<file path="src/hdl/msc_pkg.sv">
package msc_pkg;

  localparam int SENSOR_W   = 8;
  localparam int TIME_W     = 32;
  localparam int SCORE_W    = 16;
  localparam int WINDOW_W   = 20;
  localparam int MIN_W      = 7;
  localparam int COUNT_W    = 7;
  localparam int CFG_IDX_W  = 1;
  localparam int CFG_DATA_W = 20;

  localparam logic [CFG_IDX_W-1:0] CFG_WINDOW = 1'd0;
  localparam logic [CFG_IDX_W-1:0] CFG_MIN    = 1'd1;

  localparam logic [WINDOW_W-1:0] WINDOW_RESET = 20'd1000;
  localparam logic [MIN_W-1:0]    MIN_FLOOR    = 7'd2;

  localparam int MAX_RESULTS = 32;
  localparam int NRES_W      = $clog2(MAX_RESULTS + 1);

  typedef struct packed {
    logic [SENSOR_W-1:0] sensor;
    logic [TIME_W-1:0]   time_ms;
    logic [SCORE_W-1:0]  score;
  } entry_t;

  typedef enum logic [4:0] {
    OP_IDLE,
    OP_APPEND,
    OP_PURGE_RD,
    OP_PURGE_CHK,
    OP_GINIT,
    OP_IRD,
    OP_IGET,
    OP_BLK,
    OP_PLC_INIT,
    OP_PLC,
    OP_UPD,
    OP_CINIT,
    OP_CNT,
    OP_EINIT,
    OP_ERD,
    OP_EGET,
    OP_DIVT,
    OP_DIVS,
    OP_OUT,
    OP_LINIT,
    OP_LRD,
    OP_LGET,
    OP_LSCAN,
    OP_LSET,
    OP_KINIT,
    OP_KSCAN,
    OP_KEND
  } op_t;

  typedef struct packed {
    op_t op;
  } cmd_t;

  typedef struct packed {
    logic accept;
    logic expire;
    logic few;
    logic scan_done;
    logic last_i;
    logic emit_end;
    logic qual;
    logic div_done;
    logic out_free;
    logic no_results;
  } stat_t;

endpackage

</file>
<file path="src/hdl/msc_ctrl.sv">
module msc_ctrl import msc_pkg::*; (
  input  logic  clk,
  input  logic  rst,
  input  stat_t st,
  output cmd_t  cmd
);

  typedef enum logic [4:0] {
    S_IDLE, S_APPEND, S_PRD, S_PCHK, S_GINIT, S_IRD, S_IGET, S_BLK, S_PLCI, S_PLC,
    S_UPD, S_CINIT, S_CNT, S_EINIT, S_ERD, S_EGET, S_DIVT, S_DIVS, S_OUT, S_LINIT,
    S_LRD, S_LGET, S_LSCAN, S_LSET, S_KINIT, S_KSCAN, S_KEND
  } state_t;

  state_t state, state_next;

  function automatic op_t op_of(state_t s);
    op_t o;
    case (s)
      S_IDLE:   o = OP_IDLE;
      S_APPEND: o = OP_APPEND;
      S_PRD:    o = OP_PURGE_RD;
      S_PCHK:   o = OP_PURGE_CHK;
      S_GINIT:  o = OP_GINIT;
      S_IRD:    o = OP_IRD;
      S_IGET:   o = OP_IGET;
      S_BLK:    o = OP_BLK;
      S_PLCI:   o = OP_PLC_INIT;
      S_PLC:    o = OP_PLC;
      S_UPD:    o = OP_UPD;
      S_CINIT:  o = OP_CINIT;
      S_CNT:    o = OP_CNT;
      S_EINIT:  o = OP_EINIT;
      S_ERD:    o = OP_ERD;
      S_EGET:   o = OP_EGET;
      S_DIVT:   o = OP_DIVT;
      S_DIVS:   o = OP_DIVS;
      S_OUT:    o = OP_OUT;
      S_LINIT:  o = OP_LINIT;
      S_LRD:    o = OP_LRD;
      S_LGET:   o = OP_LGET;
      S_LSCAN:  o = OP_LSCAN;
      S_LSET:   o = OP_LSET;
      S_KINIT:  o = OP_KINIT;
      S_KSCAN:  o = OP_KSCAN;
      S_KEND:   o = OP_KEND;
      default:  o = OP_IDLE;
    endcase
    return o;
  endfunction

  always_comb begin
    state_next = state;
    case (state)
      S_IDLE:   if (st.accept) state_next = S_APPEND;
      S_APPEND: state_next = S_PRD;
      S_PRD:    state_next = S_PCHK;
      S_PCHK: begin
        if (st.expire) state_next = S_PRD;
        else if (st.few) state_next = S_KINIT;
        else state_next = S_GINIT;
      end
      S_GINIT:  state_next = S_IRD;
      S_IRD:    state_next = S_IGET;
      S_IGET:   state_next = S_BLK;
      S_BLK:    if (st.scan_done) state_next = S_PLCI;
      S_PLCI:   state_next = S_PLC;
      S_PLC:    if (st.scan_done) state_next = S_UPD;
      S_UPD:    state_next = st.last_i ? S_CINIT : S_IRD;
      S_CINIT:  state_next = S_CNT;
      S_CNT:    if (st.scan_done) state_next = S_EINIT;
      S_EINIT:  state_next = S_ERD;
      S_ERD: begin
        if (st.emit_end) state_next = st.no_results ? S_KINIT : S_LINIT;
        else state_next = S_EGET;
      end
      S_EGET:   state_next = st.qual ? S_DIVT : S_ERD;
      S_DIVT:   if (st.div_done) state_next = S_DIVS;
      S_DIVS:   if (st.div_done) state_next = S_OUT;
      S_OUT:    if (st.out_free) state_next = S_ERD;
      S_LINIT:  state_next = S_LRD;
      S_LRD:    state_next = S_LGET;
      S_LGET:   state_next = S_LSCAN;
      S_LSCAN:  if (st.scan_done) state_next = S_LSET;
      S_LSET:   state_next = st.last_i ? S_KINIT : S_LRD;
      S_KINIT:  state_next = S_KSCAN;
      S_KSCAN:  if (st.scan_done) state_next = S_KEND;
      S_KEND:   state_next = S_IDLE;
      default:  state_next = S_IDLE;
    endcase
  end

  always_ff @(posedge clk) begin
    if (rst) begin
      state  <= S_IDLE;
      cmd.op <= OP_IDLE;
    end else begin
      state  <= state_next;
      cmd.op <= op_of(state_next);
    end
  end

endmodule

</file>
<file path="config.mk">
export PLATFORM = sky130hd
export DESIGN_NAME = msc_ctrl
export DESIGN_NICKNAME = d
export VERILOG_FILES = /design/src/hdl/msc_pkg.sv /design/src/hdl/msc_ctrl.sv
export SDC_FILE = /design/constraint.sdc
export NUM_CORES = 1
export LEC_CHECK = 0
export BUFFER_PORTS_ARGS = -buffer_cell sky130_fd_sc_hd__buf_2
export CAP_MARGIN = 10
export CORE_AREA = 2 2 43 45
export CTS_CLUSTER_DIAMETER = 40
export CTS_CLUSTER_SIZE = 12
export DETAILED_ROUTE_END_ITERATION = 8
export DIE_AREA = 0 0 45 47
export PLACE_DENSITY = 0.75
export SLEW_MARGIN = 40
export SYNTH_ARGS = -nofsm -noshare
export SYNTH_HDL_FRONTEND = slang
export SYNTH_SLANG_ARGS = --single-unit
</file>
<file path="constraint.sdc">
create_clock -name clk -period 1.5 [get_ports clk]
set_input_delay 0.075 -clock clk [delete_from_list [all_inputs] [get_ports clk]]
set_output_delay 0.075 -clock clk [all_outputs]
set_load 0.1 [all_outputs]
</file>
=== Yosys cells after proc, flatten, opt, wreduce, memory -nomap -nowiden ===
Memory sizes are Yosys's and may differ from the RTL's. A register that Yosys moved wholly into a read port is not among the register bits.
Cells that the tools add are included.

* Flip-flop bits (word level): 5
* Latch bits: 0
* Memory bits (writable): 0
* ROM bits: 160
* Input bits: 12
* Memories kept: 1

{| class="wikitable"
|+ Memory list
! name !! words !! width !! rd ports !! clocked after Yosys merged registers in !! write ports !! RTL line !! RTL
|-
| (name not given) || 32 || 5 || 1 || 1 || 0 || msc_ctrl.sv:18 || <nowiki>case (s)</nowiki>
|}

* Add/subtract/negate cells: 0
* Multipliers: 0
* Divide/modulo/power cells: 0
* $lt $le $gt $ge: 0
* Equality and inequality tests: 25
* Shift operators: 0
* Mux-type cells: 17
* Bitwise gates (word level): 0
* Reduce and logical (&&, ||, !) cells: 1

{| class="wikitable"
|+ Operator list
! cell !! count
|-
| 5-bit case mux with 26 select lines || 1
|-
| 5-bit 2-to-1 mux || 13
|-
| 5-bit equality test, second input constant || 10
|-
| 5-bit by 4-bit equality test with 1-bit output, second input constant || 8
|-
| 5-bit by 3-bit equality test with 1-bit output, second input constant || 4
|-
| 4-bit 2-to-1 mux || 3
|-
| 5-bit by 2-bit equality test with 1-bit output, second input constant || 2
|-
| 5-bit by 1-bit equality test with 1-bit output, second input constant || 1
|-
| 5-bit zero test || 1
|}

=== Logic depth before layout (Yosys ltp) ===
Gate-level depths: netlist (run 1).

* Word-level depth: 3
* Mapped depth: 6
* Mapped depth without buffers: 5

=== Worst setup path after synthesis (run 1) ===
Ideal clock, no wire load.

* Path type: flip-flop to flip-flop
* Start: register state[0]
* End: register, netlist name cmd[3]
* Arrival: 1.123 ns
* Path slack: 0.238 ns
* Stages on the path, launching flop included: 6
* Path buffers: 2
* Cells stage by stage: dfxtp_1 > buf_4 > buf_4 > o22ai_1 > a311oi_1 > a31oi_1

* Word-level cells in the longest chain between the ends: 2
* Elaborated cells on any way between the ends: 36

{| class="wikitable"
|+ Ends and longest elaborated chain
! what !! RTL line !! RTL
|-
| from (decl) || msc_ctrl.sv:14 || <nowiki>state_t state, state_next;</nowiki>
|-
| from (signal assigned) || msc_ctrl.sv:97 || <nowiki>state <= state_next;</nowiki>
|-
| 5-bit equality test (tied with other cells) || msc_ctrl.sv:53 || <nowiki>case (state)</nowiki>
|-
| 5-bit case mux with 26 select lines * || msc_ctrl.sv:53 ||
|}

Mark *: on every way between the ends. The rest lies on a longest branch, timed or not.
A chain may end at the register's enable or synchronous reset.

=== Worst setup path in the final report (run 1) ===
* Start: register state[2]
* End: register, netlist name cmd[2]

* Word-level cells in the longest chain between the ends: 2
* Elaborated cells on any way between the ends: 36

{| class="wikitable"
|+ Ends and longest elaborated chain
! what !! RTL line
|-
| 5-bit equality test (tied with other cells) || msc_ctrl.sv:53
|-
| 5-bit case mux with 26 select lines * || msc_ctrl.sv:53
|}

Marked as above.

==> metrics.md, run 1 <==
| Metric | Value |
|---|---|
| Number of global-route vias before repair | `869` |
| Crit path cell chain | `or4b_1 > o311ai_1 > nand2_1 > a31oi_1` |
| Most common cell in the netlist | `nand2_1` |
| Primary FF master, synth | `dfxtp_1` |
| Met3 wire len | `about 160 µm` |
| Upper clock frequency limit | `0.692 GHz` |
| Delay of the slowest critical-path stage | `0.56 ns` |
| Routed WL | `2320 µm` |
| Syn nets | `approximately 120` |
| Final setup vio count | `0` |
| Length of the first detailed-routing pass in iterations | `5` |
| Post-route DRC | `0` |
| Root Buffer | `clkbuf_4` |
| Reg2reg setup slack | `0.06 ns` |
| Layout net count | `between 150 and 200` |
| Hold Path End | `state[0]` |
| Number of port buffers | `16` |
| Largest net degree at the start of global routing | `14` |
| Setup_tns | `0 ns` |
| Cells after DPL | `152` |
| CTS tree | `built` |
| GR Util All Layers | `0.244` |
| Post-CTS Setup Bufs | `0` |
| First-pass GRT wire length | `~3800 µm` |
| Area leader, netlist | `dfxtp_1` |
| Layout cells sized above 1 | `0.355` |
| Max clock buf depth | `2` |
| Synth Warn # | `0` |
| Fraction of registers with async set or reset after synthesis | `0` |
| Metal2 WL | `1100 µm` |
| Number of synthesized flops with an enable pin | `0` |
| Max Used Layer | `met4` |
| Area growth from synthesis to layout | `28.7%` |
| Die W | `45 µm` |
| Final period util | `0.963` |
| Placer congestion estimate | `0.934` |
| Synth area leaders | `dfxtp_1 25%, a31oi_1 6.9%, a21oi_1 5.5%` |
| Max-cap viol count | `0` |
| Slew Limit Fails | `0` |
| Core area | `0.00165 mm²` |
| Total congestion overflow | `0` |
| Reg-to-reg endpoint | `cmd[2]` |
| DR WL/cell | `14.9 µm` |
| First DRT Iteration DRCs | `45` |
| Share of the synthesized area in the top cell type | `0.246` |
| Final ANT Viol Nets | `0` |
| Hold path depth | `2` |
| Yosys cell types | `38` |
| Yosys reg bits | `10` |
| Final hold viol count | `0` |
| CTS Buf Count | `3` |
| Reg2reg start | `state[2]` |
| Synth Cell Area | `815 µm²` |
| Worst rel slew slack | `0.679` |
| Final min period | `1.44 ns` |
| Clock Pin Slew Worst Setup and Hold Paths | `approximately 0.070 ns` |
| Critical path capture point type | `flip-flop` |
| Core Util, Final | `0.635` |
| Clk Latency, worst-skew pair | `0.27 ns` |
| Req. time, crit path | `between 1.5 and 2 ns` |
| Peak supply drop | `about 0.68 mV` |
| Die Ht | `47 µm` |
| DPL Wire Length | `1740 µm` |
| Min-delay src | `rst` |
| Clk sinks | `10` |
| Setup CP Type | `reg2reg` |
| Slowest-stage cell, CP | `or4b_1` |
| Post-synth top cells | `12 x nand2_1, 10 x dfxtp_1` |
| Status | `complete, no violations` |
| M1 WL | `976 µm` |
| Length in cells of the worst reg-to-reg path | `4` |
| CTS H-tree depth | `1` |
| CP arrival | `1.64 ns` |
| Antenna diodes | `0` |
| Initial core utilization | `0.493` |
| Slew @ Worst Pin | `0.485 ns` |
| Leak | `0.436 nW` |
| Die ar. | `0.00212 mm²` |
| Setup crit start kind | `flip-flop` |
| Cells after synthesis | `112` |
| FP Rows | `15` |
| Layout filler cell count | `~150` |
| Syn Area/Cell | `7.27 µm²` |
| Sequential share of the synthesized area | `0.246` |
| Critical-path maximum fanout | `12` |
| Via count | `1002` |
| Worst Hold Class | `in2reg` |
| Antenna violations before repair | `0` |
| Final non-filler cell total | `between 150 and 200` |
| RSZ-0062 raised after global routing | `yes` |
| Max Clock Skew | `0.00931 ns` |
| Pwr Density | `1410 mW/mm²` |
| Vias/cell | `6.46` |
| IO Pins | `17` |
[routing by layer]
layer,vias up,GRT usage
li1,478,-
met1,466,0.316
met2,47,0.383
met3,11,0.0500
met4,0,0.129
met5,-,0
[critical path, delay by kind of cell, from the launching register on]
kind               cells  cell delay (ns)
and+or+nand+nor        2             0.68
DFF                    1             0.39
AOI/OAI and AO/OA      2             0.30
[per-stage QoR]
| stage | total power, mW | hold slack, ns | setup slack [ns] | instance area [µm²] |
|---|---|---|---|---|
| 5_1_grt | 1.57 | 0.118 | -0.0371 | 1050 |
| 2_1_floorplan | 1.00 | 0.298 | 0.238 | 815 |
| 4_1_cts | 1.44 | 0.0969 | 0.0208 | 1020 |
| 3_3_place_gp | 1.23 | 0.366 | -0.0319 | 987 |
| 3_5_place_dp | 1.25 | 0.379 | -0.0697 | 987 |
| 6_report | 1.48 | 0.109 | 0.0557 | 1050 |
[how the worst max path moves through the flow]
stage,from,to,slack (ns),cells past startpoint
finish,state[2],cmd[2],0.06,4
global route,state[3],state[3],-0.04,6
CTS,state[3],state[3],0.02,6
detailed placement,state[3],state[3],-0.07,6
global placement,state[3],state[3],-0.03,6
floorplan,state[0],cmd[3],0.24,5
[sequential cells by signal (all words and copies together), names as in the netlist]
register  count
cmd           5
state         5
[cells by family after synthesis]
| family | share of synthesized area |
|---|---|
| flops | 0.246 |
| xor+xnor | 0.0108 |
| compound gates | 0.353 |
| mux | 0.0246 |
| buf+inv | 0.103 |
| simple gates | 0.263 |
[timing repair]
| action | 4_1_cts | 5_1_grt |
|---|---|---|
| pin swaps | 0 | 1 |
| setup endpoints to repair | 9 | 8 |
| resized for setup | 5 | 7 |
| hold buffers | 0 | 0 |
| cloned | 0 | 0 |
[report_power, final]
group | switching (mW) | internal (mW)
Combinational | 0.545 | 0.329
Clock | 0.0910 | 0.0925
Sequential | 0.0899 | 0.334
[cell usage in the layout, fill, tap and decap left out, types with 2 or more instances in the layout]
cell type and n:
buf_2 16, buf_4 16, nand2_1 12, nor2_1 9
o21ai_0 9, a21oi_1 9, a31oi_1 8, dfxtp_1 5
inv_1 4, nand3_1 4, nand2b_1 3, nor2b_1 3
clkbuf_4 3, dfxtp_2 3, o311ai_1 2, o31ai_1 2
or3_1 2, o22ai_1 2, mux2i_1 2, dfxtp_4 2
[final cells by class]
cell class	count	area, µm²	area share
sequential	10	211	0.202
timing repair buffer	33	220	0.210
tap	17	21.3	0.0203
inverter	4	15.0	0.0143
clock buffer	3	22.5	0.0215
multi-input combinational	88	558	0.532
Note: power is estimated with default switching activity, not from simulation.
==> run 2, diff against run 1 <==
- REMOVE_ABC_BUFFERS: default -> 1
==> run 2 against run 1 <==
Wire length down 12%. First-iteration DRC count down 22%. Setup slack better by 0.025 ns. Clock power up 32%. Clock skew down 0.0066 ns. Non-clock buffer count up 1. Utilization down 1.3 points. Critical endpoint is now state[3].
==> metrics.md, run 2 (synthesis results as in run 1) <==
| Metric | Value |
|---|---|
| Status | `complete, no violations` |
| CTS H-tree depth | `1 (unchanged)` |
| Worst rel slew slack | `0.676 (-0.00306)` |
| Root Buffer | `clkbuf_4` |
| Post-route DRC | `0 (unchanged)` |
| Total power | `1.47 mW (-0.99%)` |
| Max-cap viol count | `0 (unchanged)` |
| Slowest-stage cell, CP | `dfxtp_2` |
| Die W | `45 µm (unchanged)` |
| Final hold viol count | `0 (unchanged)` |
| IO Pins | `17 (unchanged)` |
| Crit path max-delay family | `compound AO/OA/AOI/OAI gates` |
| Max clock buf depth | `2 (unchanged)` |
| Setup CP Type | `reg2reg` |
| Worst Hold Class | `in2reg` |
| Number of global-route vias before repair | `801 (-7.8%)` |
| Slew @ Worst Pin | `0.489 ns (+0.00461 ns)` |
| Die ar. | `0.00212 mm² (unchanged)` |
| Largest net degree at the start of global routing | `15 (+1)` |
| Final ANT Viol Nets | `0 (unchanged)` |
| Final setup vio count | `0 (unchanged)` |
| Final non-filler cell total | `157 (+1.3%)` |
| DPL Wire Length | `1600 µm (-8.3%)` |
| Clock network power share | `0.165 (+0.041)` |
| Antenna violations before repair | `0 (unchanged)` |
| Slew Limit Fails | `0 (unchanged)` |
| Setup crit start kind | `flip-flop` |
| Clk sinks | `10 (unchanged)` |
| Vias/cell | `5.99 (-7.4%)` |
| Cells after DPL | `153 (+0.66%)` |
| Commonest non-fill, non-tap cell in the layout | `buf_4` |
| CP arrival | `1.55 ns (-0.09 ns)` |
| Flop pwr share | `0.273 (-0.013)` |
| Core area | `0.00165 mm² (unchanged)` |
| Internal | `0.777 mW (+2.9%)` |
| Net switching power | `0.690 mW (-5.0%)` |
| Gate power share | `0.562 (-0.028)` |
| Final min period | `1.42 ns (-0.0246 ns)` |
| Pwr Density | `1430 mW/mm² (+1.1%)` |
| WHS | `0.0833 ns (-0.0253 ns)` |
| Layout cells sized above 1 | `0.336 (-0.0194)` |
| Crit path cell chain | `nor2b_1 > nand3_1 > a21oi_1 > a311oi_1 > a31oi_1` |
| Max Clock Skew | `0.00267 ns (-0.00664 ns)` |
| Peak supply drop | `0.625 mV (-8.1%)` |
| Biggest regs | `cmd: 5 flops, state: 5 flops` |
| Layout net count | `153 (+0.66%)` |
| Req. time, crit path | `1.63 ns (-0.07 ns)` |
| CTS Buf Count | `3 (unchanged)` |
| Delay of the slowest critical-path stage | `0.47 ns (-0.09 ns)` |
| CTS tree | `built` |
| Setup WS pre-CTS | `-0.0298 ns (+0.0399 ns)` |
| Critical-path maximum fanout | `12 (unchanged)` |
| Length of the first detailed-routing pass in iterations | `4 (-1)` |
| First-pass GRT wire length | `3450 µm (-8.2%)` |
| Via count | `940 (-6.2%)` |
| Antenna diodes | `0 (unchanged)` |
| First DRT Iteration DRCs | `35 (-22%)` |
| Buf/Inv on CP | `0 (unchanged)` |
| Area growth from synthesis to layout | `26.1%` |
| Placer congestion estimate | `0.827 (-11%)` |
| DR WL/cell | `13.0 µm (-13%)` |
| Clock Pin Slew Worst Setup and Hold Paths | `0.07 ns (about the same)` |
| Most frequent cells in the layout | `18 x buf_4, 16 x buf_2, 12 x nand2_1` |
| GR Util All Layers | `0.221 (-0.0228)` |
| Final worst slack | `0.0803 ns (+0.0246 ns)` |
| Die Ht | `47 µm (unchanged)` |
| Upper clock frequency limit | `0.704 GHz (+1.7%)` |
| Leak | `0.441 nW (+1.2%)` |
| Critical path capture point type | `flip-flop` |
| Number of port buffers | `16 (unchanged)` |
| Routed WL | `2050 µm (-12%)` |
| Initial core utilization | `0.493 (unchanged)` |
| Layout filler cell count | `164 (+12%)` |
| Sw frac | `0.470 (-0.0199)` |
| Final period util | `0.946 (-0.0164)` |
| FP Rows | `15 (unchanged)` |
| Post-CTS Setup Bufs | `0 (unchanged)` |
| Total congestion overflow | `0 (unchanged)` |
| Clk Latency, worst-skew pair | `0.27 ns (about the same)` |
==> run 2: metrics by stage <==
| step | instance area, µm² | TNS (ns) | utilization |
|---|---|---|---|
| 6_report | 1030 | 0 | 0.622 |
| 5_1_grt | 1030 | -0.000849 | 0.622 |
| 4_1_cts | 1020 | 0 | 0.618 |
| 3_5_place_dp | 982 | -0.0516 | 0.595 |
| 3_3_place_gp | 982 | -0.00382 | 0.595 |
| 2_1_floorplan | 746 | -0.0873 | - |
==> run 2: layer usage <==
metal,global-route usage,share of wire,vias up
li1,-,-,471
met1,0.310,0.44,423
met3,0.0231,0.073,2
met4,0.0765,0.0068,0
met2,0.354,0.48,44
met5,0,0,-
==> run 2: power groups by stage <==
| stage | registers, mW | clock network, mW | logic, mW |
|---|---|---|---|
| 2_1_floorplan | 0.669 | 0 | 0.256 |
| 3_3_place_gp | 0.397 | 0 | 0.802 |
| 3_5_place_dp | 0.398 | 0 | 0.812 |
| 4_1_cts | 0.394 | 0.242 | 0.814 |
| 5_1_grt | 0.409 | 0.260 | 0.885 |
| 6_report | 0.400 | 0.242 | 0.824 |
==> run 2: final timing paths <==
path | from | to | slack (ns) | cells past startpoint
max reg2reg | state[4] | state[3] | 0.08 | 5
max | state[4] | state[3] | 0.08 | 5
min reg2reg | state[0] | cmd[3] | 0.61 | 2
min | rst | state[4] | 0.08 | 2
==> run 2: what timing repair did <==
action	4_1_cts	5_1_grt
hold endpoints to repair	0	0
gates resized for setup	2	5
hold buffers	0	0
pin swaps	0	0
setup endpoints to repair	5	10
==> run 2: layout make-up <==
class	instances	area, µm²	area share
well taps	17	21.3	0.0207
repair buffers	34	215	0.209
multi-input cells	88	533	0.519
clock buffers	4	36.3	0.0353
flip-flops and latches	10	206	0.201
inverters	4	15.0	0.0146
